File: config.mk
export PLATFORM = sky130hd
export DESIGN_NAME = image_receiver_crc32_check
export DESIGN_NICKNAME = d
export VERILOG_FILES = /design/src/hdl/irc_pkg.sv /design/src/hdl/irc_engine.sv /design/src/hdl/image_receiver_crc32_check.sv
export SDC_FILE = /design/constraint.sdc
export NUM_CORES = 1
export LEC_CHECK = 0
export BUFFER_PORTS_ARGS = -buffer_cell sky130_fd_sc_hd__buf_2
export CORE_UTILIZATION = 54
export CTS_CLUSTER_DIAMETER = 120
export DETAILED_ROUTE_END_ITERATION = 8
export PLACE_DENSITY = 0.82
export SLEW_MARGIN = 5
export SYNTH_ARGS = -nofsm -noshare
export SYNTH_HDL_FRONTEND = slang
export SYNTH_SLANG_ARGS = --single-unit
File: constraint.sdc
create_clock -name i_clk -period 2.8 [get_ports i_clk]
set_input_delay 0.14 -clock i_clk [delete_from_list [all_inputs] [get_ports i_clk]]
set_output_delay 0.14 -clock i_clk [all_outputs]
set_load 0.02 [all_outputs]
File: src/hdl/irc_pkg.sv
// ----------------------------------------------------------------------------
// irc_pkg: shared types and constants for the image receiver CRC-32 check
// Word layouts, request and status codes, and the byte-wide CRC-32 update.
// ----------------------------------------------------------------------------
package irc_pkg;

    // Reflected CRC-32 polynomial and seed
    localparam logic [31:0] CRC_POLY = 32'hEDB8_8320;
    localparam logic [31:0] CRC_INIT = 32'hFFFF_FFFF;

    // Request codes
    localparam logic [1:0] REQ_DATA  = 2'd0;
    localparam logic [1:0] REQ_START = 2'd1;
    localparam logic [1:0] REQ_ABORT = 2'd2;

    // Status codes
    localparam logic [2:0] ST_PAYLOAD = 3'd0;
    localparam logic [2:0] ST_CRCBYTE = 3'd1;
    localparam logic [2:0] ST_PASS    = 3'd2;
    localparam logic [2:0] ST_FAIL    = 3'd3;
    localparam logic [2:0] ST_ABORTED = 3'd4;
    localparam logic [2:0] ST_IGNORED = 3'd5;
    localparam logic [2:0] ST_STARTED = 3'd6;

    // Number of trailing CRC bytes
    localparam logic [2:0] TAIL_BYTES = 3'd4;

    // Input word
    typedef struct packed {
        logic [1:0] req_type;
        logic [7:0] data_byte;
    } t_in_word;

    // Result word
    typedef struct packed {
        logic [2:0]  status;
        logic [7:0]  payload_byte;
        logic [31:0] computed_crc;
    } t_out_word;

    // One byte folded into the running CRC register, LSB first
    function automatic logic [31:0] crc_fold(input logic [31:0] crc_in,
                                             input logic [7:0]  byte_in);
        logic [31:0] c;
        c = {24'd0, crc_in[7:0] ^ byte_in};
        for (int k = 0; k < 8; k++) begin
            c = (c >> 1) ^ (c[0] ? CRC_POLY : 32'd0);
        end
        return (crc_in >> 8) ^ c;
    endfunction

endpackage

File: src/hdl/irc_engine.sv
// ----------------------------------------------------------------------------
// irc_engine: transfer state and per-word decision logic
// Holds byte count, CRC register, trailing byte gather and phase. Updates them
// on each processed word and produces that word's result combinationally.
// ----------------------------------------------------------------------------
module irc_engine
    import irc_pkg::*;
(
    input  logic        i_clk,
    input  logic        i_rst_n,
    input  logic        i_fire,
    input  t_in_word    i_word,
    input  logic [31:0] i_image_size,
    output t_out_word   o_result
);

    // Phase codes
    localparam logic [1:0] PH_RECV  = 2'd0;
    localparam logic [1:0] PH_DONE  = 2'd1;
    localparam logic [1:0] PH_ABORT = 2'd2;

    logic [31:0] r_byte_count, n_byte_count;
    logic [31:0] r_crc,        n_crc;
    logic [31:0] r_tail_shift, n_tail_shift;
    logic [2:0]  r_tail_count, n_tail_count;
    logic [1:0]  r_phase,      n_phase;

    logic [2:0]  status;
    logic [7:0]  fwd_byte;

    // Next state and result for the word at the head of the pipe
    always_comb begin
        n_byte_count = r_byte_count;
        n_crc        = r_crc;
        n_tail_shift = r_tail_shift;
        n_tail_count = r_tail_count;
        n_phase      = r_phase;
        status       = ST_IGNORED;
        fwd_byte     = 8'd0;
        case (i_word.req_type)
            REQ_START: begin
                n_byte_count = 32'd0;
                n_crc        = CRC_INIT;
                n_tail_shift = 32'd0;
                n_tail_count = 3'd0;
                n_phase      = PH_RECV;
                status       = ST_STARTED;
            end
            REQ_ABORT: begin
                n_phase = PH_ABORT;
                status  = ST_ABORTED;
            end
            REQ_DATA: begin
                if (r_phase == PH_RECV) begin
                    if (r_tail_count == 3'd0 && r_byte_count < i_image_size) begin
                        // payload byte
                        n_crc        = crc_fold(r_crc, i_word.data_byte);
                        n_byte_count = r_byte_count + 32'd1;
                        status       = ST_PAYLOAD;
                        fwd_byte     = i_word.data_byte;
                    end else begin
                        // trailing CRC byte, little-endian
                        n_tail_shift = {i_word.data_byte, r_tail_shift[31:8]};
                        n_tail_count = r_tail_count + 3'd1;
                        if (n_tail_count >= TAIL_BYTES) begin
                            n_phase = PH_DONE;
                            status  = (n_tail_shift == ~r_crc) ? ST_PASS : ST_FAIL;
                        end else begin
                            status = ST_CRCBYTE;
                        end
                    end
                end
            end
            default: begin
                status = ST_IGNORED;
            end
        endcase
    end

    assign o_result.status       = status;
    assign o_result.payload_byte = fwd_byte;
    assign o_result.computed_crc = ~n_crc;

    // State registers
    always_ff @(posedge i_clk) begin
        if (!i_rst_n) begin
            r_byte_count <= 32'd0;
            r_crc        <= CRC_INIT;
            r_tail_shift <= 32'd0;
            r_tail_count <= 3'd0;
            r_phase      <= PH_RECV;
        end else if (i_fire) begin
            r_byte_count <= n_byte_count;
            r_crc        <= n_crc;
            r_tail_shift <= n_tail_shift;
            r_tail_count <= n_tail_count;
            r_phase      <= n_phase;
        end
    end

    // Tail gather never runs past four bytes while still receiving
    a_tail_bound: assert property (@(posedge i_clk) disable iff (!i_rst_n)
        r_phase == PH_RECV |-> r_tail_count < TAIL_BYTES)
        else $error("tail count overran while receiving");

    // Payload bytes stop once the first CRC byte is taken
    a_no_payload_after_tail: assert property (@(posedge i_clk) disable iff (!i_rst_n)
        i_fire && r_tail_count != 3'd0 |-> status != ST_PAYLOAD)
        else $error("payload byte accepted after CRC bytes began");

    // Phase stays within its defined codes
    a_phase_legal: assert property (@(posedge i_clk) disable iff (!i_rst_n)
        r_phase == PH_RECV || r_phase == PH_DONE || r_phase == PH_ABORT)
        else $error("illegal phase code");

endmodule

File: src/hdl/image_receiver_crc32_check.sv
// ----------------------------------------------------------------------------
// image_receiver_crc32_check: firmware image receiver with CRC-32 check
// Forwards payload bytes and checks the trailing little-endian CRC-32.
// ----------------------------------------------------------------------------
// Usage:
//   Input channel (i_in_valid / o_in_stall / i_in_word) carries one request
//   word per transfer: data byte, start new transfer, or link lost abort.
//   Output channel (o_out_valid / i_out_stall / o_out_word) returns exactly
//   one result word per request: status, forwarded byte and current CRC.
//   i_cfg_we / i_cfg_wdata load the payload length; write only while idle.
//   Path: a word accepted into the input register is processed into the result
//   register when the result register is empty or being drained.
//   Throughput: one word per cycle while the output is not stalled; the byte-wide
//   CRC fold is combinational logic between the input register and the result register.
//   Reset (synchronous, active low) empties both registers, clears the
//   transfer state and sets the payload length to zero.
//   When the receiver stalls, the result holds, the input register fills,
//   and o_in_stall rises once both are occupied.
// ----------------------------------------------------------------------------
module image_receiver_crc32_check
    import irc_pkg::*;
(
    input  logic        i_clk,
    input  logic        i_rst_n,
    input  logic        i_cfg_we,
    input  logic [31:0] i_cfg_wdata,
    input  logic        i_in_valid,
    output logic        o_in_stall,
    input  t_in_word    i_in_word,
    output logic        o_out_valid,
    input  logic        i_out_stall,
    output t_out_word   o_out_word
);

    logic [31:0] r_image_size;
    logic        r_in_valid;
    t_in_word    r_in_word;
    logic        r_out_valid;
    t_out_word   r_out_word;

    t_out_word   result;
    logic        advance;
    logic        in_take;

    // Pipe control
    assign advance    = r_in_valid && (!r_out_valid || !i_out_stall);
    assign o_in_stall = r_in_valid && !advance;
    assign in_take    = i_in_valid && !o_in_stall;

    // Length register
    always_ff @(posedge i_clk) begin
        if (!i_rst_n) begin
            r_image_size <= 32'd0;
        end else if (i_cfg_we) begin
            r_image_size <= i_cfg_wdata;
        end
    end

    // Input register
    always_ff @(posedge i_clk) begin
        if (!i_rst_n) begin
            r_in_valid <= 1'b0;
        end else if (in_take) begin
            r_in_valid <= 1'b1;
        end else if (advance) begin
            r_in_valid <= 1'b0;
        end
    end

    always_ff @(posedge i_clk) begin
        if (in_take) begin
            r_in_word <= i_in_word;
        end
    end

    irc_engine u_engine (
        .i_clk        (i_clk),
        .i_rst_n      (i_rst_n),
        .i_fire       (advance),
        .i_word       (r_in_word),
        .i_image_size (r_image_size),
        .o_result     (result)
    );

    // Result register
    always_ff @(posedge i_clk) begin
        if (!i_rst_n) begin
            r_out_valid <= 1'b0;
        end else if (advance) begin
            r_out_valid <= 1'b1;
        end else if (!i_out_stall) begin
            r_out_valid <= 1'b0;
        end
    end

    always_ff @(posedge i_clk) begin
        if (advance) begin
            r_out_word <= result;
        end
    end

    assign o_out_valid = r_out_valid;
    assign o_out_word  = r_out_word;

    // An empty input register never back-pressures
    a_empty_no_stall: assert property (@(posedge i_clk) disable iff (!i_rst_n)
        !r_in_valid |-> !o_in_stall)
        else $error("stall raised with empty input register");

    // Forwarded byte is only nonzero on payload words
    a_fwd_only_payload: assert property (@(posedge i_clk) disable iff (!i_rst_n)
        o_out_valid && o_out_word.status != ST_PAYLOAD |-> o_out_word.payload_byte == 8'd0)
        else $error("forwarded byte on non-payload word");

    // A start result reports the CRC of no bytes
    a_start_crc_zero: assert property (@(posedge i_clk) disable iff (!i_rst_n)
        o_out_valid && o_out_word.status == ST_STARTED |-> o_out_word.computed_crc == 32'd0)
        else $error("start result with nonzero CRC");

endmodule
After elaboration in Yosys (flattened, before gate mapping) --
Index checks and enable logic that the tools add are counted.
Storage, ports and cells: flip-flop bits (word level) 188, input bits 47
Cells by class: reduce and logical (&&, ||, !) cells 19, bitwise operators 12, $lt $le $gt $ge 2, eq/ne operators 8, $add $sub $neg 2, muxes and demuxes 33
Operator list (count):
- two-way mux 32 bit | 14
- bitwise XOR 31 x 32 -> 32 bit | 7
- one-hot mux 32 bit (2 select lines) | 3
- inverter 32 bit | 2
- adder 32 x 1 -> 32 bit, second input constant | 1
- == test 32 bit | 1
- less-than comparator 32 bit | 1
- bitwise XOR 24 x 32 -> 32 bit | 1
- bitwise XOR 7 x 32 -> 32 bit | 1
- two-way mux 3 bit | 5
- one-hot mux 3 bit (3 select lines) | 1
- != test 2 x 1 -> 1 bit, second input constant | 4
- AND reduction 4 bit | 2
- bitwise XOR 8 bit | 1
- two-way mux 2 bit | 3
- one-hot mux 2 bit (3 select lines) | 1
- one-hot mux 3 bit (2 select lines) | 1
- two-way mux 1 bit | 5
- AND reduction 5 bit | 1
- logical AND 1 bit | 4
- zero test 1 bit | 4
- zero test 2 bit | 2
- nonzero test 2 bit | 2
- adder 3 x 1 -> 3 bit, second input constant | 1
- 8 further kinds | 8

Longest topological paths before layout --
depth in word-level cells 22, depth in mapped cells 11, depth with buffers taken out 9

Cells and area by module --
A second synthesis with hierarchy kept.
Second synthesis, totals: cell total of the unflattened synthesis 919, area, all modules 9417.8 um2
Modules (own cells, without submodules):
- irc_engine | instances 1, sequential area each 1861.8 um2, area an instance 6503.7 um2, cells an instance 755
- image_receiver_crc32_check | instances 1, sequential area each 2272.2 um2, area an instance 2914.0 um2, cells an instance 164

Worst setup path before layout --
Ideal clock, no wire load.
path type flip-flop to flip-flop, start point register r_out_valid, in the netlist o_out_valid, end point register u_engine.r_tail_shift[27], data required time 2683 ps, library setup time 117 ps, stages on the path, launching flop included 11, slack -214 ps, path buffers 3, arrival time 2897 ps, cell sequence dfxtp_1 > nand2_1 > nand2_1 > inv_1 > nand2_1 > and2_1 > clkbuf_1 > o31a_1 > buf_6 > buf_6 > a22o_1
On the way: word-level cells in the longest chain between the ends 4
RTL lines:
- start: declaration | RTL line image_receiver_crc32_check.sv:38 | logic r_out_valid;
- start signal: assignment | RTL line image_receiver_crc32_check.sv:88 | r_out_valid <= 1'b0;
- start signal: assignment | RTL line image_receiver_crc32_check.sv:90 | r_out_valid <= 1'b1;
- start signal: assignment | RTL line image_receiver_crc32_check.sv:92 | r_out_valid <= 1'b0;
- zero test 1 bit | RTL line image_receiver_crc32_check.sv:46 | assign advance = r_in_valid && (!r_out_valid || !i_out_stall);
- logical OR 1 bit | RTL line image_receiver_crc32_check.sv:46
- logical AND 1 bit | RTL line image_receiver_crc32_check.sv:46
- via advance | RTL line image_receiver_crc32_check.sv:42 | logic advance;
- AND reduction 4 bit (no source line)
- end signal: assignment | RTL line irc_engine.sv:95 | r_tail_shift <= n_tail_shift;
- end: declaration | RTL line irc_engine.sv:24 | logic [31:0] r_tail_shift, n_tail_shift;
The timed path passes the listed nets, and every way through them passes these cells. A chain may end at the register's enable or synchronous reset.

Worst setup path after layout --
start point register r_image_size[27], end point register u_engine.r_byte_count[1]
On the way: word-level cells in the longest chain between the ends 4
RTL lines:
- start: declaration | RTL line image_receiver_crc32_check.sv:35 | logic [31:0] r_image_size;
- start signal: assignment | RTL line image_receiver_crc32_check.sv:55 | r_image_size <= i_cfg_wdata;
- less-than comparator 32 bit | RTL line irc_engine.sv:55 | if (r_tail_count == 3'd0 && r_byte_count < i_image_size) begin
- logical AND 1 bit | RTL line irc_engine.sv:55
- != test 2 x 1 -> 1 bit (no source line)
- AND reduction 4 bit (no source line)
- end signal: assignment | RTL line irc_engine.sv:93 | r_byte_count <= n_byte_count;
- end: declaration | RTL line irc_engine.sv:22 | logic [31:0] r_byte_count, n_byte_count;
Every way passes these cells.

==> metrics.md <==
| Metric | Value |
|---|---|
| Status | finished clean |
| Syn Nets | 978 |
| Netlist cell types | 57 |
| Residual DRC | 0 |
| F_max | 377 MHz |
| Worst slew pin tran | 0.959 ns |
| Clk_lat worst skew | 0.44 ns |
| Critical Path RT | 3.14 ns |
| IO Count | 92 |
| Crit. Startpoint | r_image_size[27] |
| Slew HR | 36.1% |
| Layout Cells excl Fill | 1,267 |
| Clk sinks | 180 |
| CTS tree | yes |
| Hold path start | i_cfg_wdata[5] |
| Vias post-DR | 7,242 |
| Wire length per cell | 17.6 um |
| Logic pwr share | 18.6% |
| Pwr/cell area | 578 mW/mm^2 |
| Critical Path, Cell by Cell | inv_1, ha_1, nand4_1, nor4_4, nand2_1, o211ai_1, nor3_1, buf_4, a32o_1 |
| Largest net degree at the start of global routing | 45 |
| Mapped Cells | 897 |
| Syn Area/Cell | 10.4 sq um |
| Worst flop-to-flop path endpoint | u_engine.r_byte_count[1] |
| Switching part of the total power | 30.0% |
| Placement Cell Area | 0.0101 sq mm |
| CP startpoint kind | register |
| Fillers | 1,275 |
| Worst Setup EP | u_engine.r_byte_count[1] |
| Initial antenna violation count | 0 |
| Flop pwr share | 44.9% |
| Synth Cell Area | 0.00932 sq mm |
| Final Hold Viols | 0 |
| Synth area leaders | dfxtp_1 27%, edfxtp_1 17%, mux2i_1 6.6%, xnor2_1 5.7%, ha_1 4.6% |
| Share of layout cells above drive strength 1 | 18.5% |
| Worst vdd ir | 0.452 mV |
| Unrepaired setup endpoints after global routing | false |
| Worst-path cell with the longest stage delay | o211ai_1 |
| Clk slew on worst S/H paths | 0.08 ns |
| Final setup fails | 0 |
| Final std cell area, no fill | 0.0112 sq mm |
| Area of the multi-input gates | 0.00485 sq mm |
| Worst Setup Slack, final | 0.148 ns |
| Final HPWL from detailed placement | 15.1 mm |
| Root Buffer | clkbuf_16 |
| Largest area contributor in the netlist | dfxtp_1 |
| Yosys warns | 0 |
| Placer Congestion | 0.903 |
| Routed vias/inst | 5.72 |
| Fin Clk Skew | 0.0118 ns |
| Area growth from synthesis to layout | 20.2% |
| H-tree levels | 4 |
| Total negative setup slack | 0 ns |
| Slew Limit Fails | 0 |
| Synth Register Bits | 180 |
| Pre-antenna DRT Iters | 5 |
| Flop2flop setup slack | 0.15 ns |
| RR Startpoint | r_image_size[27] |
| Area of the core | 0.0167 sq mm |
| Post-route ant nets | 0 |
| Die Area | 0.0178 sq mm |
| Final net count | 1,115 |
| Cell count of the worst reg-to-reg path | 9 |
| FF+latch area | 0.00413 sq mm |
| Vias in the first global route | 6,963 |
| Period minus WS final | 2.65 ns |
| LEAKAGE | 4.31 nW |
| Net Switching | 1.94 mW |
| CP peak stage delay | 0.64 ns |
| Seq/Total Area, Yosys | 44.4% |
| Max-cap violations | 0 |
| Initial Util | 55.8% |
| Row count | 47 |
| Crit path kind | register to register |
| N_diodes | 0 |
| Total gr overflow | 0 |
| Port buffer count | 91 |
| Most frequent cells after synthesis | 127 x dfxtp_1, 70 x nand2_1, 61 x mux2i_1, 61 x xnor2_1, 53 x edfxtp_1 |
| Clk network pwr share | 36.5% |
| CP max FO | 7 |
| Worst slack, placed | 0.0805 ns |
| Dpl cells | 1,191 |
| Final period util | 94.7% |
| Hold crit path type | input pin to register |
| Routed WL | 22.3 mm |
| Top_reg_cell synth | dfxtp_1 |
| CTS Buffer Depth | 2 |
| Final Power | 6.47 mW |
| CTS buffer count | 17 |
| DR iter-0 viols | 759 |
| Worst path arrival time | 2.99 ns |
| Pint | 4.53 mW |
| Vert. Die Dim | 133 um |
| Die width | 133 um |
| Number of synthesized flops with an enable pin | 53 |
| Post-synth ARST share | 0% |
| All-layer global routing usage | 25.8% |
| Yosys top cell area share | 27.3% |
| Top-count cell post-synth | dfxtp_1 |
| First-pass GRT wire length | 35.8 mm |
| Worst Setup End Kind | register |
how the worst min path moves through the flow:
stage	to	slack, ns	cells after the start
floorplan	r_in_word[0]	0.24	0
global placement	r_in_word[2]	0.32	1
detailed placement	r_in_word[7]	0.32	1
CTS	r_image_size[12]	0.001	3
global route	r_image_size[5]	0.05	3
finish	r_image_size[5]	0.006	3
layout by cell type, fill, tap and decap left out, drive strengths merged, types with 5 or more instances in the layout:
cell,instances
nand4,17
ha,34
nand2b,32
xnor2,73
nor3,19
a221o,13
buf,123
nor4,9
o21ai,15
a211oi,24
and3,7
dlygate4sd3,41
nor2,32
nand2,70
and4,5
clkinv,6
and2,15
a32oi,5
clkbuf,19
mux2i,61
a22o,25
nor2b,37
a21oi,42
edfxtp,53
a211o,14
a221oi,13
nand3,14
dfxtp,127
xor2,30
inv,50
stage by stage:
step                      hold slack, ns  utilization, %
after floorplan                    0.239               -
after detailed placement           0.318            60.6
after global routing              0.0495            67.1
after global placement             0.317            60.6
final                            0.00615            67.1
after CTS                        0.00128            66.6
layer usage:
layer,share of wire [%],vias up,track usage [%]
met5,0,-,0
li1,-,3499,-
met4,2.2,0,9.66
met3,7.6,39,5.10
met1,46,3398,36.1
met2,45,306,39.5
power by group through the flow:
| stage | Clock, mW | Sequential [mW] | Combinational [mW] |
|---|---|---|---|
| finish | 2.36 | 2.91 | 1.20 |
| CTS | 2.39 | 2.91 | 1.18 |
| global placement | 0 | 2.96 | 1.10 |
| global route | 2.49 | 2.92 | 1.29 |
| detailed placement | 0 | 2.96 | 1.12 |
| floorplan | 0 | 2.99 | 0.797 |
final cells by class:
| type | count | share of cell area [%] |
|---|---|---|
| clock buffers | 18 | 3.83 |
| flip-flops and latches | 180 | 36.9 |
| well taps | 220 | 2.46 |
| repair buffers | 165 | 10.6 |
| inverters | 44 | 1.51 |
| multi-input cells | 626 | 43.3 |
| clock inverters | 14 | 1.42 |
worst max-delay path, delay by kind of cell, from the launching register on:
kind | cells | cell delay, ns
and+or+nand+nor | 4 | 0.84
buffers and inverters | 2 | 0.23
DFF | 1 | 0.34
AOI/OAI and AO/OA | 2 | 0.83
adders and majority gates | 1 | 0.31
timing repair:
action                                  CTS  global route
resized for setup                         0             6
hold buffers                             41             0
endpoints found under the setup margin    0            66
buffers inserted                          0             1
endpoints found under the hold margin    41             0
cell families (layout without fill, tap and decap cells):
logic type / count (synthesis) / in the layout / share of synthesized area, %
simple gates: 257 / 258 / 14.6
flops: 180 / 180 / 44.4
compound gates: 169 / 169 / 13.9
xor+xnor: 103 / 103 / 11.7
buf+inv: 92 / 241 / 4.18
mux: 62 / 62 / 6.67
fa+ha+maj: 34 / 34 / 4.56
Power figures use the tool's default switching activity.
